**config.mk**
```make
export PLATFORM = sky130hd
export DESIGN_NAME = adsr_envelope_generator
export DESIGN_NICKNAME = d
export VERILOG_FILES = /design/src/rtl/adsr_pkg.sv /design/src/rtl/adsr_datapath.sv /design/src/rtl/adsr_controller.sv /design/src/rtl/adsr_envelope_generator.sv
export SDC_FILE = /design/constraint.sdc
export NUM_CORES = 1
export LEC_CHECK = 0
export BUFFER_PORTS_ARGS = -buffer_cell sky130_fd_sc_hd__buf_4
export CELL_PAD_IN_SITES_DETAIL_PLACEMENT = 1
export CELL_PAD_IN_SITES_GLOBAL_PLACEMENT = 2
export CORE_ASPECT_RATIO = 0.7
export CORE_UTILIZATION = 40
export CTS_BUF_LIST = sky130_fd_sc_hd__clkbuf_8
export DETAILED_ROUTE_END_ITERATION = 16
export PLACE_DENSITY_LB_ADDON = 0.1
export SYNTH_ARGS = -nofsm -noshare
export SYNTH_HDL_FRONTEND = slang
export SYNTH_HIERARCHICAL = 1
export SYNTH_SLANG_ARGS = --single-unit
export TNS_END_PERCENT = 30
```
**constraint.sdc**
```tcl
create_clock -name clk_i -period 13.9 [get_ports clk_i]
set_input_delay 2.78 -clock clk_i [delete_from_list [all_inputs] [get_ports clk_i]]
set_output_delay 2.78 -clock clk_i [all_outputs]
set_load 0.01 [all_outputs]
```
**src/rtl/adsr_pkg.sv**
```systemverilog
`timescale 1ns / 1ps
`default_nettype none
// ----------------------------------------------------------------------------
// ADSR envelope package
// Shared widths, reset values, register indexes, segment kinds and the
// command and status bundles between the controller and the datapath.
// ----------------------------------------------------------------------------
package adsr_pkg;

  // Field widths.
  localparam int unsigned VOICE_W = 3;
  localparam int unsigned POS_W   = 24;
  localparam int unsigned LEN_W   = 18;
  localparam int unsigned LVL_W   = 16;
  localparam int unsigned MULT_W  = 16;
  localparam int unsigned PROD_W  = LEN_W + MULT_W;

  // Stream widths: tdata holds voice then note_pos, padded to whole bytes.
  localparam int unsigned IN_BITS     = VOICE_W + POS_W;
  localparam int unsigned IN_TDATA_W  = ((IN_BITS + 7) / 8) * 8;
  localparam int unsigned OUT_TDATA_W = ((LVL_W + 7) / 8) * 8;

  // Configuration port.
  localparam int unsigned CFG_ADDR_W = 2;
  localparam int unsigned CFG_DATA_W = LEN_W;

  // Level scale, Q1.15.
  localparam logic [LVL_W-1:0] FULL_SCALE = LVL_W'(32768);

  // Divider: the quotient never exceeds full scale, so 16 steps suffice.
  localparam int unsigned DIV_STEPS = LVL_W;
  localparam int unsigned CNT_W     = $clog2(DIV_STEPS);

  // Reset values of the configuration registers.
  localparam logic [LEN_W-1:0]  ATTACK_LEN_RST    = LEN_W'(480);
  localparam logic [LEN_W-1:0]  DECAY_LEN_RST     = LEN_W'(4800);
  localparam logic [LVL_W-1:0]  SUSTAIN_LEVEL_RST = LVL_W'(16384);
  localparam logic [MULT_W-1:0] RELEASE_MULT_RST  = MULT_W'(65000);

  localparam int unsigned DEFAULT_VOICES = 8;

  // Register indexes.
  typedef enum logic [CFG_ADDR_W-1:0] {
    REG_ATTACK_LEN    = 2'd0,
    REG_DECAY_LEN     = 2'd1,
    REG_SUSTAIN_LEVEL = 2'd2,
    REG_RELEASE_MULT  = 2'd3
  } cfg_reg_e;

  // Which rule produces the level of the current item.
  typedef enum logic [2:0] {
    KIND_DROP,
    KIND_RELEASE,
    KIND_FULL,
    KIND_ATTACK,
    KIND_DECAY,
    KIND_SUSTAIN
  } kind_e;

  // Controller to datapath.
  typedef struct packed {
    logic mul;
    logic div_init;
    logic div_step;
    logic finish;
  } cmd_t;

  // Datapath to controller.
  typedef struct packed {
    kind_e kind;
    logic  out_busy;
  } status_t;

endpackage

`default_nettype wire

```
**src/rtl/adsr_datapath.sv**
```systemverilog
`timescale 1ns / 1ps
`default_nettype none
// ----------------------------------------------------------------------------
// ADSR envelope datapath
// Configuration registers, per-voice level store, shared multiplier,
// restoring divider and the output register.
// ----------------------------------------------------------------------------
module adsr_datapath #(
  parameter int unsigned VOICES = adsr_pkg::DEFAULT_VOICES
) (
  input  wire logic                               clk_i,
  input  wire logic                               rst_ni,
  // Configuration writes.
  input  wire logic                               cfg_we_i,
  input  wire logic [adsr_pkg::CFG_ADDR_W-1:0]    cfg_addr_i,
  input  wire logic [adsr_pkg::CFG_DATA_W-1:0]    cfg_data_i,
  // Input item, captured on load.
  input  wire logic                               load_i,
  input  wire logic [adsr_pkg::VOICE_W-1:0]       voice_i,
  input  wire logic                               gate_i,
  input  wire logic [adsr_pkg::POS_W-1:0]         note_pos_i,
  // Control.
  input  wire adsr_pkg::cmd_t                     cmd_i,
  output adsr_pkg::status_t                       status_o,
  // Result.
  output logic                                    out_valid_o,
  input  wire logic                               out_ready_i,
  output logic [adsr_pkg::LVL_W-1:0]              level_o
);

  // Only voices the field can name are stored.
  localparam int unsigned MAX_DEPTH = 2 ** adsr_pkg::VOICE_W;
  localparam int unsigned DEPTH     = (VOICES < MAX_DEPTH) ? VOICES : MAX_DEPTH;
  localparam int unsigned SW        = (DEPTH > 1) ? $clog2(DEPTH) : 1;

  localparam int unsigned LEN_W  = adsr_pkg::LEN_W;
  localparam int unsigned LVL_W  = adsr_pkg::LVL_W;
  localparam int unsigned MULT_W = adsr_pkg::MULT_W;
  localparam int unsigned PROD_W = adsr_pkg::PROD_W;
  localparam int unsigned POS_W  = adsr_pkg::POS_W;

  logic [LEN_W-1:0]  attack_len_q;
  logic [LEN_W-1:0]  decay_len_q;
  logic [LVL_W-1:0]  sustain_level_q;
  logic [MULT_W-1:0] release_mult_q;

  logic [LVL_W-1:0]  store_q [DEPTH];

  logic [adsr_pkg::VOICE_W-1:0] voice_q;
  logic                         gate_q;
  logic [POS_W-1:0]             pos_q;
  logic [LVL_W-1:0]             prev_q;
  logic [PROD_W-1:0]            prod_q;
  logic [LEN_W-1:0]             rem_q;
  logic [LVL_W-1:0]             num_q;
  logic [LVL_W-1:0]             quo_q;
  logic                         out_valid_q;
  logic [LVL_W-1:0]             level_q;

  logic                         in_range_in;
  logic                         in_range;
  logic [LVL_W-1:0]             sus_sat;
  logic [LEN_W:0]               att_dec_sum;
  logic [LEN_W-1:0]             pos_low;
  logic [LEN_W-1:0]             decay_off;
  adsr_pkg::kind_e              kind;
  logic [LEN_W-1:0]             mul_a;
  logic [MULT_W-1:0]            mul_b;
  logic [LEN_W-1:0]             divisor;
  logic [LEN_W:0]               rem_shift;
  logic [LEN_W:0]               rem_diff;
  logic [LVL_W-1:0]             level_d;

  // Configuration registers.
  always_ff @(posedge clk_i or negedge rst_ni) begin
    if (!rst_ni) begin
      attack_len_q    <= adsr_pkg::ATTACK_LEN_RST;
      decay_len_q     <= adsr_pkg::DECAY_LEN_RST;
      sustain_level_q <= adsr_pkg::SUSTAIN_LEVEL_RST;
      release_mult_q  <= adsr_pkg::RELEASE_MULT_RST;
    end else if (cfg_we_i) begin
      case (adsr_pkg::cfg_reg_e'(cfg_addr_i))
        adsr_pkg::REG_ATTACK_LEN:    attack_len_q    <= cfg_data_i;
        adsr_pkg::REG_DECAY_LEN:     decay_len_q     <= cfg_data_i;
        adsr_pkg::REG_SUSTAIN_LEVEL: sustain_level_q <= cfg_data_i[LVL_W-1:0];
        adsr_pkg::REG_RELEASE_MULT:  release_mult_q  <= cfg_data_i[MULT_W-1:0];
        default: ;
      endcase
    end
  end

  assign in_range_in = (32'(voice_i) < DEPTH);
  assign in_range    = (32'(voice_q) < DEPTH);

  // Capture the item and the voice's previous level.
  always_ff @(posedge clk_i) begin
    if (load_i) begin
      voice_q <= voice_i;
      gate_q  <= gate_i;
      pos_q   <= note_pos_i;
      prev_q  <= in_range_in ? store_q[voice_i[SW-1:0]] : '0;
    end
  end

  // Segment classification from the captured item and the registers.
  assign sus_sat     = (sustain_level_q > adsr_pkg::FULL_SCALE) ?
                       adsr_pkg::FULL_SCALE : sustain_level_q;
  assign att_dec_sum = {1'b0, attack_len_q} + {1'b0, decay_len_q};
  assign pos_low     = pos_q[LEN_W-1:0];
  assign decay_off   = pos_low - attack_len_q;

  always_comb begin
    if (!in_range) begin
      kind = adsr_pkg::KIND_DROP;
    end else if (!gate_q) begin
      kind = adsr_pkg::KIND_RELEASE;
    end else if (pos_q <= POS_W'(attack_len_q)) begin
      kind = (attack_len_q == '0) ? adsr_pkg::KIND_FULL : adsr_pkg::KIND_ATTACK;
    end else if ((decay_len_q != '0) && (pos_q <= POS_W'(att_dec_sum))) begin
      kind = adsr_pkg::KIND_DECAY;
    end else begin
      kind = adsr_pkg::KIND_SUSTAIN;
    end
  end

  // Multiplier operands and divisor per segment.
  always_comb begin
    mul_a   = '0;
    mul_b   = '0;
    divisor = decay_len_q;
    case (kind)
      adsr_pkg::KIND_RELEASE: begin
        mul_a = LEN_W'(prev_q);
        mul_b = release_mult_q;
      end
      adsr_pkg::KIND_ATTACK: begin
        mul_a   = pos_low;
        mul_b   = MULT_W'(adsr_pkg::FULL_SCALE);
        divisor = attack_len_q;
      end
      adsr_pkg::KIND_DECAY: begin
        mul_a = decay_off;
        mul_b = MULT_W'(adsr_pkg::FULL_SCALE - sus_sat);
      end
      default: ;
    endcase
  end

  // One restoring divider step: shift in a numerator bit, subtract if it fits.
  assign rem_shift = {rem_q, num_q[LVL_W-1]};
  assign rem_diff  = rem_shift - {1'b0, divisor};

  always_ff @(posedge clk_i) begin
    if (cmd_i.mul) begin
      prod_q <= PROD_W'(mul_a) * PROD_W'(mul_b);
    end
    if (cmd_i.div_init) begin
      rem_q <= prod_q[PROD_W-1:LVL_W];
      num_q <= prod_q[LVL_W-1:0];
      quo_q <= '0;
    end else if (cmd_i.div_step) begin
      num_q <= {num_q[LVL_W-2:0], 1'b0};
      if (!rem_diff[LEN_W]) begin
        rem_q <= rem_diff[LEN_W-1:0];
        quo_q <= {quo_q[LVL_W-2:0], 1'b1};
      end else begin
        rem_q <= rem_shift[LEN_W-1:0];
        quo_q <= {quo_q[LVL_W-2:0], 1'b0};
      end
    end
  end

  // Final level per segment.
  always_comb begin
    case (kind)
      adsr_pkg::KIND_RELEASE: level_d = prod_q[LVL_W+MULT_W-1:MULT_W];
      adsr_pkg::KIND_FULL:    level_d = adsr_pkg::FULL_SCALE;
      adsr_pkg::KIND_ATTACK:  level_d = (prev_q > quo_q) ? prev_q : quo_q;
      adsr_pkg::KIND_DECAY:   level_d = adsr_pkg::FULL_SCALE - quo_q;
      adsr_pkg::KIND_SUSTAIN: level_d = sus_sat;
      default:                level_d = '0;
    endcase
  end

  // Level store, cleared at reset, written back when the item finishes.
  always_ff @(posedge clk_i or negedge rst_ni) begin
    if (!rst_ni) begin
      for (int i = 0; i < DEPTH; i++) begin
        store_q[i] <= '0;
      end
    end else if (cmd_i.finish && in_range) begin
      store_q[voice_q[SW-1:0]] <= level_d;
    end
  end

  // Output register.
  always_ff @(posedge clk_i or negedge rst_ni) begin
    if (!rst_ni) begin
      out_valid_q <= 1'b0;
    end else if (cmd_i.finish) begin
      out_valid_q <= 1'b1;
    end else if (out_ready_i) begin
      out_valid_q <= 1'b0;
    end
  end

  always_ff @(posedge clk_i) begin
    if (cmd_i.finish) begin
      level_q <= level_d;
    end
  end

  assign status_o.kind     = kind;
  assign status_o.out_busy = out_valid_q && !out_ready_i;
  assign out_valid_o       = out_valid_q;
  assign level_o           = level_q;

endmodule

`default_nettype wire

```
**src/rtl/adsr_controller.sv**
```systemverilog
`timescale 1ns / 1ps
`default_nettype none
// ----------------------------------------------------------------------------
// ADSR envelope controller
// Sequences one item through multiply, division for attack and decay items, and write-back.
// ----------------------------------------------------------------------------
module adsr_controller (
  input  wire logic              clk_i,
  input  wire logic              rst_ni,
  input  wire logic              in_valid_i,
  output logic                   in_ready_o,
  input  wire adsr_pkg::status_t status_i,
  output adsr_pkg::cmd_t         cmd_o
);

  typedef enum logic [2:0] {
    ST_IDLE,
    ST_MUL,
    ST_DINIT,
    ST_DIV,
    ST_FIN
  } state_e;

  state_e                       state_q;
  logic [adsr_pkg::CNT_W-1:0]   cnt_q;
  logic                         needs_div;

  assign needs_div = (status_i.kind == adsr_pkg::KIND_ATTACK) ||
                     (status_i.kind == adsr_pkg::KIND_DECAY);

  // State and step counter.
  always_ff @(posedge clk_i or negedge rst_ni) begin
    if (!rst_ni) begin
      state_q <= ST_IDLE;
      cnt_q   <= '0;
    end else begin
      case (state_q)
        ST_IDLE: begin
          if (in_valid_i) begin
            state_q <= ST_MUL;
          end
        end
        ST_MUL: begin
          state_q <= needs_div ? ST_DINIT : ST_FIN;
        end
        ST_DINIT: begin
          cnt_q   <= '0;
          state_q <= ST_DIV;
        end
        ST_DIV: begin
          cnt_q <= cnt_q + 1'b1;
          if (cnt_q == adsr_pkg::CNT_W'(adsr_pkg::DIV_STEPS - 1)) begin
            state_q <= ST_FIN;
          end
        end
        ST_FIN: begin
          if (!status_i.out_busy) begin
            state_q <= ST_IDLE;
          end
        end
        default: state_q <= ST_IDLE;
      endcase
    end
  end

  // Commands decoded from the state.
  assign in_ready_o      = (state_q == ST_IDLE);
  assign cmd_o.mul       = (state_q == ST_MUL);
  assign cmd_o.div_init  = (state_q == ST_DINIT);
  assign cmd_o.div_step  = (state_q == ST_DIV);
  assign cmd_o.finish    = (state_q == ST_FIN) && !status_i.out_busy;

endmodule

`default_nettype wire

```
**src/rtl/adsr_envelope_generator.sv**
```systemverilog
`timescale 1ns / 1ps
`default_nettype none
// Attack and decay items go through the multiplier and the 16-step restoring divider;
// release, sustain, drop and zero-length attack items skip the divider. One item is
// in flight at a time: no new item is taken until the current result has entered
// the output register, which waits while the result channel stalls.
// Reset is asynchronous and active low; it clears all voice levels to zero and
// loads the register defaults, with no clearing pass.
// ----------------------------------------------------------------------------
// ADSR envelope generator
// Multi-voice envelope level per sample: linear attack and decay, sustain
// hold and multiplicative release, with one stored Q1.15 level per voice.
// ----------------------------------------------------------------------------
module adsr_envelope_generator #(
  parameter int unsigned VOICES = adsr_pkg::DEFAULT_VOICES
) (
  input  wire logic                                clk_i,
  input  wire logic                                rst_ni,
  // Input stream.
  input  wire logic                                s_axis_tvalid,
  output logic                                     s_axis_tready,
  input  wire logic [adsr_pkg::IN_TDATA_W-1:0]     s_axis_tdata,  // voice, note_pos, zeros
  input  wire logic                                s_axis_tuser,  // gate
  // Output stream.
  output logic                                     m_axis_tvalid,
  input  wire logic                                m_axis_tready,
  output logic [adsr_pkg::OUT_TDATA_W-1:0]         m_axis_tdata,  // level
  // Configuration writes.
  input  wire logic                                cfg_valid_i,
  output logic                                     cfg_ready_o,
  input  wire logic [adsr_pkg::CFG_ADDR_W-1:0]     cfg_addr_i,
  input  wire logic [adsr_pkg::CFG_DATA_W-1:0]     cfg_data_i
);

  localparam int unsigned VW = adsr_pkg::VOICE_W;
  localparam int unsigned PW = adsr_pkg::POS_W;

  adsr_pkg::cmd_t                cmd;
  adsr_pkg::status_t             status;
  logic                          in_ready;
  logic                          in_fire;
  logic [adsr_pkg::LVL_W-1:0]    level;

  assign cfg_ready_o   = 1'b1;
  assign s_axis_tready = in_ready;
  assign in_fire       = s_axis_tvalid && in_ready;
  assign m_axis_tdata  = adsr_pkg::OUT_TDATA_W'(level);

  adsr_controller u_ctrl (
    .clk_i      (clk_i),
    .rst_ni     (rst_ni),
    .in_valid_i (s_axis_tvalid),
    .in_ready_o (in_ready),
    .status_i   (status),
    .cmd_o      (cmd)
  );

  adsr_datapath #(
    .VOICES (VOICES)
  ) u_dp (
    .clk_i       (clk_i),
    .rst_ni      (rst_ni),
    .cfg_we_i    (cfg_valid_i),
    .cfg_addr_i  (cfg_addr_i),
    .cfg_data_i  (cfg_data_i),
    .load_i      (in_fire),
    .voice_i     (s_axis_tdata[VW-1:0]),
    .gate_i      (s_axis_tuser),
    .note_pos_i  (s_axis_tdata[VW+PW-1:VW]),
    .cmd_i       (cmd),
    .status_o    (status),
    .out_valid_o (m_axis_tvalid),
    .out_ready_i (m_axis_tready),
    .level_o     (level)
  );

  // The block takes no new item in the cycle after a transfer.
  assert property (@(posedge clk_i) disable iff (!rst_ni)
    in_fire |=> !s_axis_tready)
    else $error("input accepted while an item is in progress");

  // A result is only produced when the output register is free.
  assert property (@(posedge clk_i) disable iff (!rst_ni)
    cmd.finish |-> (!m_axis_tvalid || m_axis_tready))
    else $error("result overwrote an untaken output");

  // Controller issues at most one command per cycle.
  assert property (@(posedge clk_i) disable iff (!rst_ni)
    $onehot0({cmd.mul, cmd.div_init, cmd.div_step, cmd.finish}))
    else $error("overlapping controller commands");

  // Levels never exceed full scale.
  assert property (@(posedge clk_i) disable iff (!rst_ni)
    m_axis_tvalid |-> (level <= adsr_pkg::FULL_SCALE))
    else $error("level above full scale");

endmodule

`default_nettype wire
```
==> results.cfg <==
[run_status]
status = completed

[min_path]
whs_path_depth = 2
hold_path_class = reg -> reg
hold_path.startpoint = u_dp/store_q[0]
hold_end = u_dp/store_q[0]

[critical_path]
crit_arrival_ns = 13.02
r2r_cells = 38
cp_common_cell = fa_1
reg2reg_from = u_dp/attack_len_q[0]
r2r_slack_ns = 1.29
path_max_fanout = 24
crit_path_top_delay_cell = a221oi_1
cp-start-kind = flop
critical_path_class = reg -> reg
timing.rr.end = u_dp/prod_q[25]
max_stage_delay_ns = 0.97
worstSetupEndpointType = flop
worstPathRequired_ns = 14.30

[sta]
finalSetupViolCount = 0
slew_headroom_pct = 11.8
min_period_ns = 12.61
fmax_mhz = 79.3
fin_crit_sh_pct = 90.7
finClkSkew_ns = 0.0556
tns_ns = 0
worst_pin_slew_ns = 1.32
holdWs_ns = 0.476
hold_viol_final = 0
slew_viol_final = 0
rsz0062_at_grt = no

[global_routing]
overflow = 0
antenna_found_initial = 2
grt_pass1_vias = 23300
grt_pass1_wl_um = 147000
grt_max_degree = 81
track_usage_pct = 27.4

[synth]
syn_nets = 3302
synth_seq_cells = 348
synth.area.top_cells = dfrtp_1 16%, fa_1 16%, edfxtp_1 14%
synth_top_area_share_pct = 16.3
syn_area_mm2 = 0.0282
synth_cell_types = 85
yosys_warnings = 6
synthFlopType = dfrtp_1
synth_area_per_cell_um2 = 10.0
postSynthCellCount = 2821
yosysSeqAreaShare_pct = 32.9
async_reset_ff_share_pct = 58.6
synth_edf_count = 128
synth_top_area_cell = dfrtp_1

[detailed_routing]
post_drt_wl_per_cell_um = 24.9
remaining_drc_errors = 0
num_vias = 22000
drt_pass1_iterations = 7
routed_wirelength_um = 96000
vias_per_cell = 5.70
postRouteAntennaNets = 0
drtIter0Drc = 1558

[clocking]
clk_latency_ns = 0.70
path_clk_slew_ns = 0.07
ctsResizeCount = 0
cts_buffers = 55
htree_levels = 2
cts-root-buf = clkbuf_8
cts_sinks = 348
cts_tree = yes
ctsLongestPathBuffers = 3
cts_hold_buf = 0
postCtsSetupRepairBufs = 0

[floorplan]
core-area_mm2 = 0.0698
die_h_um = 224
initial_core_util_pct = 40.4
rows = 81
pin_count = 77
die-width_um = 320
die_area_mm2 = 0.0716

[cells_and_area]
register_area_mm2 = 0.00929
n_fill_cell = 7854
layout-drive-gt1-share_pct = 13.8
nets = 3376
multiInputGateArea_mm2 = 0.0173
areaGrowthSynthToFinish_pct = 10.1

[place]
portBuffers = 70
place_congestion = 0.928
hpwl_um = 74800

[power_and_ir_drop]
peakVddDrop_v = 0.000184
power_density_mw_per_mm2 = 190
leakage_nw = 14.1

[run]
drv_cap = 0
[power breakdown]
group | switching (mW) | internal (mW)
Sequential | 0.258 | 1.48
Combinational | 2.01 | 1.27
Clock | 0.445 | 0.455
[critical path, delay by kind of cell, from the launching register on]
family                   cells  cell delay [ns]
adder cells (fa/ha/maj)     10             4.27
XOR/XNOR                     1             0.11
AO/OA/AOI/OAI               16             5.34
buffers and inverters        5             0.44
flip-flops                   1             0.44
AND/OR/NAND/NOR              6             1.69
[cell usage after synthesis, drive strengths merged, types with 16 or more instances]
library cell  count
inv             334
nand2           291
nor2            260
fa              225
ha              198
dfrtp           184
a21oi           156
o21ai           151
edfxtp          128
mux2            101
clkbuf           91
xnor2            62
mux2i            52
nor3             38
a21o             35
nor2b            34
mux4             32
nand3            29
buf              25
a221oi           24
xor2             23
a211oi           21
nand2b           21
dfstp            20
and2             18
nand4            18
dfxtp            16
[per-stage QoR]
stage | instances | power (mW) | setup slack [ns] | cell area (um^2) | utilization (%)
6_report | 3856 | 5.92 | 1.29 | 31100 | 44.5
3_3_place_gp | 3751 | 4.92 | 1.71 | 30000 | 42.9
4_1_cts | 3855 | 5.97 | 1.34 | 31100 | 44.5
2_1_floorplan | 2821 | 3.81 | 3.86 | 28200 | -
5_1_grt | 3855 | 6.38 | 0.378 | 31100 | 44.5
3_5_place_dp | 3751 | 5.02 | 1.42 | 30000 | 42.9
[layout make-up]
class,instances,area share (%)
Multi-Input combinational cell,2023,55.6
Sequential cell,348,29.9
Inverter,334,4.03
Tap cell,913,3.68
Timing Repair Buffer,133,3.23
Clock buffer,63,2.79
Clock inverter,41,0.797
Antenna cell,1,0.00805
[routing by layer]
layer / vias up / GRT usage, % / part of all wire [%]
li1: 9851 / - / -
met1: 11500 / 40.7 / 49
met2: 548 / 42.0 / 44
met3: 127 / 3.92 / 5.0
met4: 2 / 6.48 / 2.2
met5: - / 0 / 0.013
[state kept, by name, indices dropped and copies added, names as in the netlist]
| signal | flops |
|---|---|
| u_dp/pos_q | 24 |
| u_dp/rem_q | 18 |
| u_dp/quo_q | 16 |
| u_dp/release_mult_q | 16 |
| u_dp/gate_q | 1 |
| u_dp/prev_q | 16 |
| u_dp/voice_q | 3 |
| u_dp/out_valid_o | 1 |
| u_dp/num_q | 16 |
| u_dp/sustain_level_q | 16 |
| u_dp/decay_len_q | 18 |
| u_dp/prod_q | 34 |
| u_dp/store_q | 128 |
| u_ctrl/state_q | 3 |
| u_dp/attack_len_q | 18 |
| u_dp/level_o | 16 |
| u_ctrl/cnt_q | 4 |
[layout by cell type (no fill, tap or decap), types with 128 or more instances in the layout]
cell type and instances:
inv_1 352, nand2_1 291, nor2_1 258, fa_1 225, ha_1 198, dfrtp_1 184, a21oi_1 156, o21ai_0 150
buf_4 132, edfxtp_1 128
[worst max path at each step]
stage / start / endpoint / slack, ns / depth (start not counted)
after floorplan: u_dp/attack_len_q[0] / u_dp/prod_q[25] / 3.86 / 37
after global routing: u_dp/attack_len_q[0] / u_dp/prod_q[25] / 0.38 / 36
after global placement: u_dp/attack_len_q[0] / u_dp/prod_q[25] / 1.71 / 36
after detailed placement: u_dp/attack_len_q[0] / u_dp/prod_q[25] / 1.42 / 38
after CTS: u_dp/attack_len_q[0] / u_dp/prod_q[25] / 1.34 / 38
final: u_dp/attack_len_q[0] / u_dp/prod_q[25] / 1.29 / 38
[cells by family after synthesis]
| group | count (synthesis) | share of synthesized area, % |
|---|---|---|
| simple gates | 783 | 12.4 |
| compound gates | 546 | 12.7 |
| buf+inv | 450 | 6.12 |
| fa+ha+maj | 423 | 24.7 |
| flops | 348 | 32.9 |
| mux | 185 | 8.43 |
| xor+xnor | 85 | 2.64 |
| other cells | 1 | 0.0133 |
Note: power is estimated with default switching activity, not from simulation.
